### config.mk
export PLATFORM = sky130hd
export DESIGN_NAME = spi_flash_page_write_sequencer_top
export DESIGN_NICKNAME = d
export VERILOG_FILES = /design/src/hdl/sfpw_pkg.sv /design/src/hdl/sfpw_front.sv /design/src/hdl/sfpw_cmdq.sv /design/src/hdl/sfpw_back.sv /design/src/hdl/spi_flash_page_write_sequencer_top.sv
export SDC_FILE = /design/constraint.sdc
export NUM_CORES = 1
export LEC_CHECK = 0
export ABC_CLOCK_PERIOD_IN_PS = 4580
export BUFFER_PORTS_ARGS = -buffer_cell sky130_fd_sc_hd__buf_2
export CAP_MARGIN = 15
export CORE_MARGIN = 10
export CORE_UTILIZATION = 55
export DETAILED_ROUTE_END_ITERATION = 12
export HOLD_SLACK_MARGIN = 0.03
export PLACE_DENSITY = 0.83
export SLEW_MARGIN = 20
export SYNTH_ARGS = -nofsm -noshare
export SYNTH_HDL_FRONTEND = slang
export SYNTH_SLANG_ARGS = --single-unit
### constraint.sdc
create_clock -name clk -period 4.58 [get_ports clk]
set_input_delay 0.458 -clock clk [delete_from_list [all_inputs] [get_ports clk]]
set_output_delay 0.458 -clock clk [all_outputs]
set_load 0.01 [all_outputs]
### src/hdl/sfpw_pkg.sv
// Shared types and constants of the SPI flash page write sequencer.
package sfpw_pkg;

	localparam int ADDR_W     = 24;
	localparam int BYTE_W     = 8;
	localparam int CFG_IDX_W  = 1;
	localparam int CMDQ_DEPTH = 2;
	localparam int CMDQ_PTR_W = $clog2(CMDQ_DEPTH);
	localparam int CMDQ_CNT_W = $clog2(CMDQ_DEPTH + 1);

	// register indexes on the configuration port
	localparam logic [CFG_IDX_W-1:0] REG_PROGRAM_OPCODE      = 1'd0;
	localparam logic [CFG_IDX_W-1:0] REG_WRITE_ENABLE_OPCODE = 1'd1;

	// reset values of the opcode registers
	localparam logic [BYTE_W-1:0] PROGRAM_OPCODE_RST      = 8'h02;
	localparam logic [BYTE_W-1:0] WRITE_ENABLE_OPCODE_RST = 8'h06;

	// one classified data byte, handed from the front end to the back end
	typedef struct packed {
		logic              open_chunk;  // needs write enable, opcode and address first
		logic              close_chunk; // chip select goes high after the data
		logic [ADDR_W-1:0] addr;
		logic [BYTE_W-1:0] data;
	} sfpw_cmd_t;

	// bus word being emitted by the back end
	typedef enum logic [2:0] {
		STEP_WREN,
		STEP_OPCODE,
		STEP_ADDR_HI,
		STEP_ADDR_MID,
		STEP_ADDR_LO,
		STEP_DATA
	} sfpw_step_t;

endpackage

### src/hdl/sfpw_front.sv
// Front end: accepts input words, tracks the flash address and classifies each byte.
module sfpw_front #(
	parameter int PAGE_SIZE = 256
) (
	input  logic                      clk,
	input  logic                      arst_n,
	input  logic                      push,
	input  logic [7:0]                data_byte,
	input  logic                      first_byte,
	input  logic [23:0]               start_address,
	input  logic                      last_byte,
	input  logic                      q_full,
	output logic                      q_push,
	output sfpw_pkg::sfpw_cmd_t       q_cmd
);
	import sfpw_pkg::*;

	// page size is a power of two; page offset is the low address bits
	localparam int PAGE_BITS = $clog2(PAGE_SIZE);

	logic [ADDR_W-1:0] next_address_q;
	logic              chunk_open_q;
	logic [ADDR_W-1:0] cur_addr;
	logic [ADDR_W-1:0] addr_inc;
	logic              close;

	assign q_push = push & ~q_full;

	// a new request only moves the address when no chunk is open
	assign cur_addr = (!chunk_open_q && first_byte) ? start_address : next_address_q;
	assign addr_inc = cur_addr + ADDR_W'(1);
	assign close    = last_byte | (addr_inc[PAGE_BITS-1:0] == '0);

	always_comb begin
		q_cmd.open_chunk  = ~chunk_open_q;
		q_cmd.close_chunk = close;
		q_cmd.addr        = cur_addr;
		q_cmd.data        = data_byte;
	end

	// address and chunk tracking
	always_ff @(posedge clk or negedge arst_n) begin
		if (!arst_n) begin
			next_address_q <= '0;
			chunk_open_q   <= 1'b0;
		end else if (q_push) begin
			next_address_q <= addr_inc;
			chunk_open_q   <= ~close;
		end
	end

endmodule

### src/hdl/sfpw_cmdq.sv
// Short command queue between the front end and the back end.
module sfpw_cmdq (
	input  logic                clk,
	input  logic                arst_n,
	input  logic                wr_en,
	input  sfpw_pkg::sfpw_cmd_t wr_cmd,
	input  logic                rd_en,
	output sfpw_pkg::sfpw_cmd_t rd_cmd,
	output logic                full,
	output logic                valid
);
	import sfpw_pkg::*;

	sfpw_cmd_t             entry_q [CMDQ_DEPTH];
	logic [CMDQ_PTR_W-1:0] wr_ptr_q;
	logic [CMDQ_PTR_W-1:0] rd_ptr_q;
	logic [CMDQ_CNT_W-1:0] count_q;
	logic                  do_wr;
	logic                  do_rd;

	assign full   = (count_q == CMDQ_CNT_W'(CMDQ_DEPTH));
	assign valid  = (count_q != '0);
	assign rd_cmd = entry_q[rd_ptr_q];
	assign do_wr  = wr_en & ~full;
	assign do_rd  = rd_en & valid;

	// storage
	always_ff @(posedge clk) begin
		if (do_wr) begin
			entry_q[wr_ptr_q] <= wr_cmd;
		end
	end

	// pointers and fill count
	always_ff @(posedge clk or negedge arst_n) begin
		if (!arst_n) begin
			wr_ptr_q <= '0;
			rd_ptr_q <= '0;
			count_q  <= '0;
		end else begin
			if (do_wr) begin
				wr_ptr_q <= (wr_ptr_q == CMDQ_PTR_W'(CMDQ_DEPTH - 1)) ? '0 : wr_ptr_q + 1'b1;
			end
			if (do_rd) begin
				rd_ptr_q <= (rd_ptr_q == CMDQ_PTR_W'(CMDQ_DEPTH - 1)) ? '0 : rd_ptr_q + 1'b1;
			end
			if (do_wr && !do_rd) begin
				count_q <= count_q + 1'b1;
			end else if (do_rd && !do_wr) begin
				count_q <= count_q - 1'b1;
			end
		end
	end

endmodule

### src/hdl/sfpw_back.sv
// Back end: expands each command into bus words and holds the output word.
module sfpw_back (
	input  logic                clk,
	input  logic                arst_n,
	input  logic                cmd_valid,
	input  sfpw_pkg::sfpw_cmd_t cmd,
	output logic                cmd_pop,
	input  logic [7:0]          program_opcode,
	input  logic [7:0]          write_enable_opcode,
	input  logic                pop,
	output logic                empty,
	output logic [7:0]          spi_byte,
	output logic                frame_start,
	output logic                frame_end,
	output logic                wait_ready,
	output logic                last
);
	import sfpw_pkg::*;

	sfpw_step_t        state_q;
	sfpw_step_t        state_nxt;
	sfpw_step_t        cur_step;
	logic              out_valid_q;
	logic              load;
	logic [BYTE_W-1:0] byte_nxt;
	logic              fs_nxt;
	logic              fe_nxt;
	logic              wr_nxt;
	logic              last_nxt;

	// a command inside an open chunk goes straight to its data word
	assign cur_step = cmd.open_chunk ? state_q : STEP_DATA;
	assign load     = cmd_valid & (~out_valid_q | pop);
	assign cmd_pop  = load & (cur_step == STEP_DATA);
	assign empty    = ~out_valid_q;

	// next step
	always_comb begin
		state_nxt = state_q;
		if (load) begin
			case (cur_step)
				STEP_WREN:     state_nxt = STEP_OPCODE;
				STEP_OPCODE:   state_nxt = STEP_ADDR_HI;
				STEP_ADDR_HI:  state_nxt = STEP_ADDR_MID;
				STEP_ADDR_MID: state_nxt = STEP_ADDR_LO;
				STEP_ADDR_LO:  state_nxt = STEP_DATA;
				STEP_DATA:     state_nxt = STEP_WREN;
				default:       state_nxt = STEP_WREN;
			endcase
		end
	end

	// word for the current step
	always_comb begin
		byte_nxt = cmd.data;
		fs_nxt   = 1'b0;
		fe_nxt   = 1'b0;
		wr_nxt   = 1'b0;
		last_nxt = 1'b0;
		case (cur_step)
			STEP_WREN: begin
				byte_nxt = write_enable_opcode;
				fs_nxt   = 1'b1;
				fe_nxt   = 1'b1;
			end
			STEP_OPCODE: begin
				byte_nxt = program_opcode;
				fs_nxt   = 1'b1;
			end
			STEP_ADDR_HI:  byte_nxt = cmd.addr[23:16];
			STEP_ADDR_MID: byte_nxt = cmd.addr[15:8];
			STEP_ADDR_LO:  byte_nxt = cmd.addr[7:0];
			STEP_DATA: begin
				byte_nxt = cmd.data;
				fe_nxt   = cmd.close_chunk;
				wr_nxt   = cmd.close_chunk;
				last_nxt = 1'b1;
			end
			default: byte_nxt = cmd.data;
		endcase
	end

	// step register and output valid
	always_ff @(posedge clk or negedge arst_n) begin
		if (!arst_n) begin
			state_q     <= STEP_WREN;
			out_valid_q <= 1'b0;
		end else begin
			state_q <= state_nxt;
			if (load) begin
				out_valid_q <= 1'b1;
			end else if (pop) begin
				out_valid_q <= 1'b0;
			end
		end
	end

	// output word
	always_ff @(posedge clk) begin
		if (load) begin
			spi_byte    <= byte_nxt;
			frame_start <= fs_nxt;
			frame_end   <= fe_nxt;
			wait_ready  <= wr_nxt;
			last        <= last_nxt;
		end
	end

endmodule

### src/hdl/spi_flash_page_write_sequencer_top.sv
// The first bus word of an input word passes the command queue and the output register.
// The back end emits one bus word per cycle while the result side keeps popping; a byte that
// opens a page chunk gives six bus words, a byte inside an open chunk gives one.
// A two-entry command queue lets the front end keep taking words while the back end is busy.
// Reset (arst_n low, asynchronous): address 0, no chunk open, queue and output empty,
// opcodes back to page program 0x02 and write enable 0x06.
module spi_flash_page_write_sequencer_top #(
	parameter int PAGE_SIZE = 256 // power of two, 16 to 4096
) (
	input  logic        clk,
	input  logic        arst_n,
	// input words
	input  logic        push,
	output logic        full,
	input  logic [7:0]  data_byte,
	input  logic        first_byte,
	input  logic [23:0] start_address,
	input  logic        last_byte,
	// bus words
	output logic        empty,
	input  logic        pop,
	output logic [7:0]  spi_byte,
	output logic        frame_start,
	output logic        frame_end,
	output logic        wait_ready,
	output logic        last,
	// configuration
	input  logic        cfg_write,
	input  logic [0:0]  cfg_index,
	input  logic [7:0]  cfg_wdata
);
	import sfpw_pkg::*;

	logic              q_push;
	logic              q_pop;
	logic              q_valid;
	sfpw_cmd_t         q_wr_cmd;
	sfpw_cmd_t         q_rd_cmd;
	logic [BYTE_W-1:0] program_opcode_q;
	logic [BYTE_W-1:0] write_enable_opcode_q;

	// opcode registers
	always_ff @(posedge clk or negedge arst_n) begin
		if (!arst_n) begin
			program_opcode_q      <= PROGRAM_OPCODE_RST;
			write_enable_opcode_q <= WRITE_ENABLE_OPCODE_RST;
		end else if (cfg_write) begin
			case (cfg_index)
				REG_PROGRAM_OPCODE:      program_opcode_q      <= cfg_wdata;
				REG_WRITE_ENABLE_OPCODE: write_enable_opcode_q <= cfg_wdata;
				default: ;
			endcase
		end
	end

	sfpw_front #(
		.PAGE_SIZE (PAGE_SIZE)
	) u_front (
		.clk           (clk),
		.arst_n        (arst_n),
		.push          (push),
		.data_byte     (data_byte),
		.first_byte    (first_byte),
		.start_address (start_address),
		.last_byte     (last_byte),
		.q_full        (full),
		.q_push        (q_push),
		.q_cmd         (q_wr_cmd)
	);

	sfpw_cmdq u_cmdq (
		.clk    (clk),
		.arst_n (arst_n),
		.wr_en  (q_push),
		.wr_cmd (q_wr_cmd),
		.rd_en  (q_pop),
		.rd_cmd (q_rd_cmd),
		.full   (full),
		.valid  (q_valid)
	);

	sfpw_back u_back (
		.clk                 (clk),
		.arst_n              (arst_n),
		.cmd_valid           (q_valid),
		.cmd                 (q_rd_cmd),
		.cmd_pop             (q_pop),
		.program_opcode      (program_opcode_q),
		.write_enable_opcode (write_enable_opcode_q),
		.pop                 (pop),
		.empty               (empty),
		.spi_byte            (spi_byte),
		.frame_start         (frame_start),
		.frame_end           (frame_end),
		.wait_ready          (wait_ready),
		.last                (last)
	);

endmodule

==> results of run 1 <==
## worst max-delay path: stages (launching register included)
cell and delay, ps:
dfrtp_1 440, nor2b_2 140, buf_4 360, mux2_2 360, ha_1 270, o211a_2 310, xor2_1 190, a22oi_1 100
o41ai_2 440, o21ai_1 100
## cell usage in the layout, fill, tap and decap left out, drive strengths merged, types with 2 or more instances in the layout
cell type	n
mux2	22
xor2	3
o2111ai	2
o31ai	5
and2	2
clkinvlp	4
a22oi	9
nand2	82
a221oi	9
a21oi	19
a2bb2oi	8
nand2b	3
nor2b	11
o211ai	8
nor2	17
nand3	5
dfstp	3
o22ai	8
xnor2	19
and4	2
edfxtp	80
o21ai	34
mux2i	28
ha	3
and3	9
clkbuf	20
nor3	9
a31oi	2
buf	67
dfrtp	46
nor4	4
clkinv	6
inv	22
## sequential cells by signal, indices dropped and copies added, names as in the netlist
name	cells
u_back.state_q	3
u_cmdq.wr_ptr_q	1
u_cmdq.rd_ptr_q	1
u_cmdq.count_q	2
program_opcode_q	8
u_cmdq.entry_q	68
u_front.chunk_open_q	1
u_back.frame_end	1
u_back.wait_ready	1
write_enable_opcode_q	8
u_back.frame_start	1
u_back.spi_byte	8
u_back.out_valid_q	1
u_back.last	1
u_front.next_address_q	24
## cell families (layout without fill, tap and decap cells)
kind of cell / count (synthesis) / after routing / share of synthesized area [%]
AOI/OAI and AO/OA: 112 / 112 / 12.3
xor gates and xnor gates: 22 / 22 / 3.12
adders and majority gates: 3 / 3 / 0.608
and+or+nand+nor: 149 / 149 / 12.0
buffers and inverters: 48 / 120 / 3.53
DFF: 129 / 129 / 58.9
muxes: 50 / 50 / 9.59
## routing by layer
metal  up-vias  GRT usage, %  share of wire, %
li1       2001             -                 -
met1      2053          22.3                45
met2       164          25.5                46
met3        25          6.25               6.9
met4         0          5.83               2.1
met5         -             0                 0
## worst min-delay path by stage
stage                                         start  cells past startpoint                        end
after floorplan                              arst_n                      0        program_opcode_q[0]
after global placement    u_front.next_address_q[1]                      2  u_front.next_address_q[1]
after detailed placement  u_front.next_address_q[1]                      2  u_front.next_address_q[1]
after CTS                                    arst_n                      2   write_enable_opcode_q[6]
after global routing                         arst_n                      2   write_enable_opcode_q[0]
final                                        arst_n                      2   write_enable_opcode_q[0]
## metrics by stage
step                hold slack (ps)  worst slack (ps)
floorplan                       162              1700
global placement                461              1740
detailed placement              463              1600
CTS                             174              1730
global route                    196              1500
finish                          155              1730
## report_power, final
part           switching (mW)  total, mW  internal, mW
sequential              0.219       1.97          1.75
combinational           0.966       1.58         0.616
clock                   0.494       1.25         0.760
## final cells by class
type | instances | share of cell area [%]
inverters | 21 | 1.11
well taps | 140 | 2.46
multi-input cells | 336 | 32.7
repair buffers | 67 | 4.92
clock inverters | 12 | 1.53
flip-flops and latches | 129 | 51.0
clock buffers | 20 | 6.28
==> results.ini, run 1 <==
[worst_setup_path]
arrival_ps = 3140
worstSetupEndpointType = flop
endpoint = u_front.chunk_open_q
rrSetupSlack_ps = 1730
cp-start-kind = flop
r2r-start = u_front.chunk_open_q
cp_max_fo = 29
ff2ff_path_depth = 9
r2r_end = u_front.chunk_open_q
crit_start = u_front.chunk_open_q
worst_ep_required_time_ps = 4860
crit_type = flop to flop

[clocking]
clk_pin_slew_worst_paths_ps = 60
post_cts_buffers = 0
cts_resized = 0
cts_tree = built
htreeDepth = 4
cts.sinks = 129
hold_buffers = 0
cts-root-buf = clkbuf_16
cts_made_buffers = 17
clock_latency_ps = 420
cts_max_path_buffers = 2

[synth]
synthCells = 513
synthArstFlopShare_pct = 38.0
netlist.area_leader.share_pct = 38.9
synth.top_cells.by_area = edfxtp_1, dfrtp_1, nand2_1, mux2i_1, mux2_2
yosys-top-cells-count = nand2_1, edfxtp_1, dfrtp_1
synth-seq-area-share_pct = 58.9
yosysWarnings = 0
yosysMostFrequentCell = nand2_1
synthDistinctLibCells = 58
synthesis.nets = 564
synthesis.area_um2 = 6170
synth_top_area_cell = edfxtp_1
avgSynthCellArea_um2 = 12.0
ys.flop_type = edfxtp_1
synth-seq-cells = 129
synth_edf_count = 80

[run_status]
status = completed

[timing]
clock.fmax_ghz = 0.351
timing.final.crit_share_pct = 62.3
period_minus_slack_ps = 2850
hold_viol_final = 0
slew_headroom_pct = 34.5
finalMaxSlewViolations = 0
fin_tns_setup_ps = 0
finalSetupViolCount = 0
worst_pin_slew_ps = 976
rsz0062_at_grt = no
fin_worst_skew_ps = 14.8

[placed_design]
dpl.hpwl_um = 8980
place_area_um2 = 6560
port_buffers = 61
place.gp.congestion = 0.910
dp.cells = 693

[die]
row_count = 38
die_w_um = 126
dieArea_um2 = 15900
die_h_um = 126
core_um2 = 10900
start_util_pct = 56.4
io_pins = 62

[cells_and_area]
syn2layout_area_growth_pct = 15.3
fillers = 825
layout.area.seq_um2 = 3630
nets = 623
fin_util_pct = 65.1
drive_gt1_share_pct = 24.1
antenna-diode-count = 0
instances_no_fill = 725
fin_area_um2 = 7120
multi_input_area_um2 = 2330

[route]
drtAntennaViolNets = 0
first_pass_iters = 5
drc = 0
vias = 4243
first_iter_violations = 422
wl_um = 13400
wl_per_cell_um = 18.5
via_per_inst = 5.85

[global_route]
track_usage_pct = 17.0
grt_pass1_vias = 4270
grt_antenna_before_repair = 0
grt_pass1_wl_um = 21900
grt_max_degree = 50
gr-total-overflow = 0

[run]
max_cap_viol_count = 0

[hold_path]
hp-class = input pin to async pin

[pwr]
power_density_nw_per_um2 = 675
ir_drop_mv = 0.415
p_leak_nw = 2.84
power_mw = 4.80

Note: power is estimated with default switching activity, not from simulation.
==> run 2, diff against run 1 <==
Settings changed: ABC_AREA from default to 1, ABC_CLOCK_PERIOD_IN_PS 4580 to 2550, CORE_UTILIZATION 55 to 53, PLACE_DENSITY 0.83 to 0.84.
Clock period 4.58 ns to 2.55 ns, I/O delays scaled along.
==> run 2 against run 1 <==
Compared with the run above:
- die area rose by 4.6%
- register-to-register slack got worse by 1500 ps
- utilization fell by 1.7 points
- total power rose by 82%
- critical path type unchanged
- via count rose by 12%
- largest power group unchanged
- setup slack got worse by 1500 ps
- fmax rose by 25%
- clock power rose by 74%
==> results.ini, run 2 <==
[run_status]
status = completed

[timing]
slew_headroom_pct = 64.7
rsz0062_at_grt = no
period_minus_slack_ps = 2280
finalMaxSlewViolations = 0
hold_viol_final = 0
fin_tns_setup_ps = 0
worst_pin_slew_ps = 527
fin_worst_skew_ps = 10.1
timing.final.crit_share_pct = 89.3
clock.fmax_ghz = 0.439
finalSetupViolCount = 0

[pwr]
seqPwrFrac_pct = 39.6
swShare_pct = 38.2
power_mw = 8.75
p_comb_share_pct = 35.6
p_leak_nw = 3.21
intPower_mw = 5.41
p_clk_share_pct = 24.8
ir_drop_mv = 0.645
power_density_nw_per_um2 = 1200
p_sw_mw = 3.34

[clocking]
htreeDepth = 4
cts_max_path_buffers = 2
cts_tree = built
cts_made_buffers = 17
hold_buffers = 5
cts-root-buf = clkbuf_16
clk_pin_slew_worst_paths_ps = 60
cts_resized = 0
cts.sinks = 129
post_cts_buffers = 0
clock_latency_ps = 410

[cells_and_area]
antenna-diode-count = 0
layout.area.seq_um2 = 3630
final_common_cell = nand2_1
regMostFlops = u_cmdq.entry_q
final_cell_mix = nand2_1, edfxtp_1, inv_1, buf_2, nor2_1
multi_input_area_um2 = 2250
largest_register_ffs = 68
nets = 762
syn2layout_area_growth_pct = 16.4
drive_gt1_share_pct = 22.1
reg_top3 = u_cmdq.entry_q: 68 flops, u_front.next_address_q: 24 flops
fillers = 895

[placed_design]
dpl.hpwl_um = 10100
port_buffers = 61
place.gp.congestion = 0.938

[global_route]
grt_pass1_vias = 4747
grt_pass1_wl_um = 23700
grt_antenna_before_repair = 0
track_usage_pct = 17.9
grt_max_degree = 38
gr-total-overflow = 0

[synth]
synth.top_cells.by_area = edfxtp_1, dfrtp_1, nand2_1, inv_1, mux2i_1
synthDistinctLibCells = 38
synth_edf_count = 80
synthesis.nets = 687
synth-seq-area-share_pct = 57.9
avgSynthCellArea_um2 = 9.86
synthesis.area_um2 = 6270
synthArstFlopShare_pct = 38.0
ys.flop_type = edfxtp_1
synth-seq-cells = 129
yosysWarnings = 0
synth_top_area_cell = edfxtp_1
yosys-top-cells-count = nand2_1, edfxtp_1, inv_1
netlist.area_leader.share_pct = 38.3
synthCells = 636
yosysMostFrequentCell = nand2_1

[route]
first_iter_violations = 537
via_per_inst = 5.46
first_pass_iters = 6
vias = 4733
wl_per_cell_um = 16.5
drc = 0
wl_um = 14300
drtAntennaViolNets = 0

[hold_path]
hp-class = input pin to flop
worst_hold_startpoint = pop

[worst_setup_path]
arrival_ps = 2560
crit_start = u_cmdq.rd_ptr_q
rrSetupSlack_ps = 270
r2r-start = u_cmdq.rd_ptr_q
cp_max_fo = 15
crit_type = flop to flop
worst_ep_required_time_ps = 2830
cp-start-kind = flop
worstSetupEndpointType = flop

[die]
core_um2 = 11500
io_pins = 62
die_h_um = 129
die_w_um = 129
start_util_pct = 54.5
dieArea_um2 = 16600
row_count = 39

[run]
max_cap_viol_count = 0

[run 2: cell count changes after synthesis, sizes merged, moves of 11 or more]
cell / delta
nand4: +12
o21ai: +24
inv: +50
xnor2: -18
mux2: -22
nor2: +46
nor2b: -11
nand2: +95
nand3: +28
[run 2: path summary, 6_finish.rpt]
check,endpoint,cells after the start
max,u_cmdq.count_q[1],9
min,u_back.out_valid_q,2
max reg2reg,u_cmdq.count_q[1],9
min reg2reg,u_front.next_address_q[19],2
max in group asynchronous,u_front.next_address_q[14],3
min in group asynchronous,u_back.state_q[1],3
[run 2: kinds of logic after synthesis]
group	after synthesis	share of synthesized area (%)
multiplexers	24	3.83
adder cells (fa/ha/maj)	3	0.598
AND/OR/NAND/NOR	289	21.5
flip-flops	129	57.9
XOR/XNOR	7	0.977
AO/OA/AOI/OAI	93	8.90
buffers and inverters	91	6.34
[run 2: through the flow]
stage	hold WS (ps)	instance area [um^2]	setup WS [ps]	util [%]	cells
CTS	31.3	7300	292	63.4	867
floorplan	-40.6	6280	30.9	-	636
detailed placement	285	6720	323	58.3	830
global route	31.2	7300	72.9	63.4	867
finish	38.3	7300	272	63.4	867
global placement	278	6720	435	58.3	830
[run 2: layer usage]
metal	routed length (um)	vias to the layer above	GRT usage (%)
met5	0	-	0
met4	214	0	5.48
met3	1290	30	5.79
met2	6810	202	29.0
met1	5980	2214	22.4
li1	-	2287	-
[run 2: layout make-up]
class                           count  share of cell area, %
Clock inverter                     14                   1.49
Timing Repair Buffer               77                   6.00
Multi-Input combinational cell    416                   30.8
Inverter                           70                   3.63
Clock buffer                       18                   5.88
Sequential cell                   129                   49.7
Tap cell                          143                   2.45
[run 2: power groups by stage]
stage | registers, mW | logic, mW | clock network (mW)
2_1_floorplan | 3.46 | 2.24 | 0
3_3_place_gp | 3.47 | 2.91 | 0
3_5_place_dp | 3.50 | 3.05 | 0
4_1_cts | 3.47 | 3.11 | 2.21
5_1_grt | 3.53 | 3.50 | 2.30
6_report | 3.47 | 3.11 | 2.17
[run 2: worst max-delay path, stage by stage (launching register included)]
cell and delay [ps]:
dfrtp_1 400, buf_4 230, o21ai_0 400, nor2_1 110
nor2_1 200, nand2_1 120, ha_1 310, a21oi_1 120
o21ai_0 110, xor2_1 150
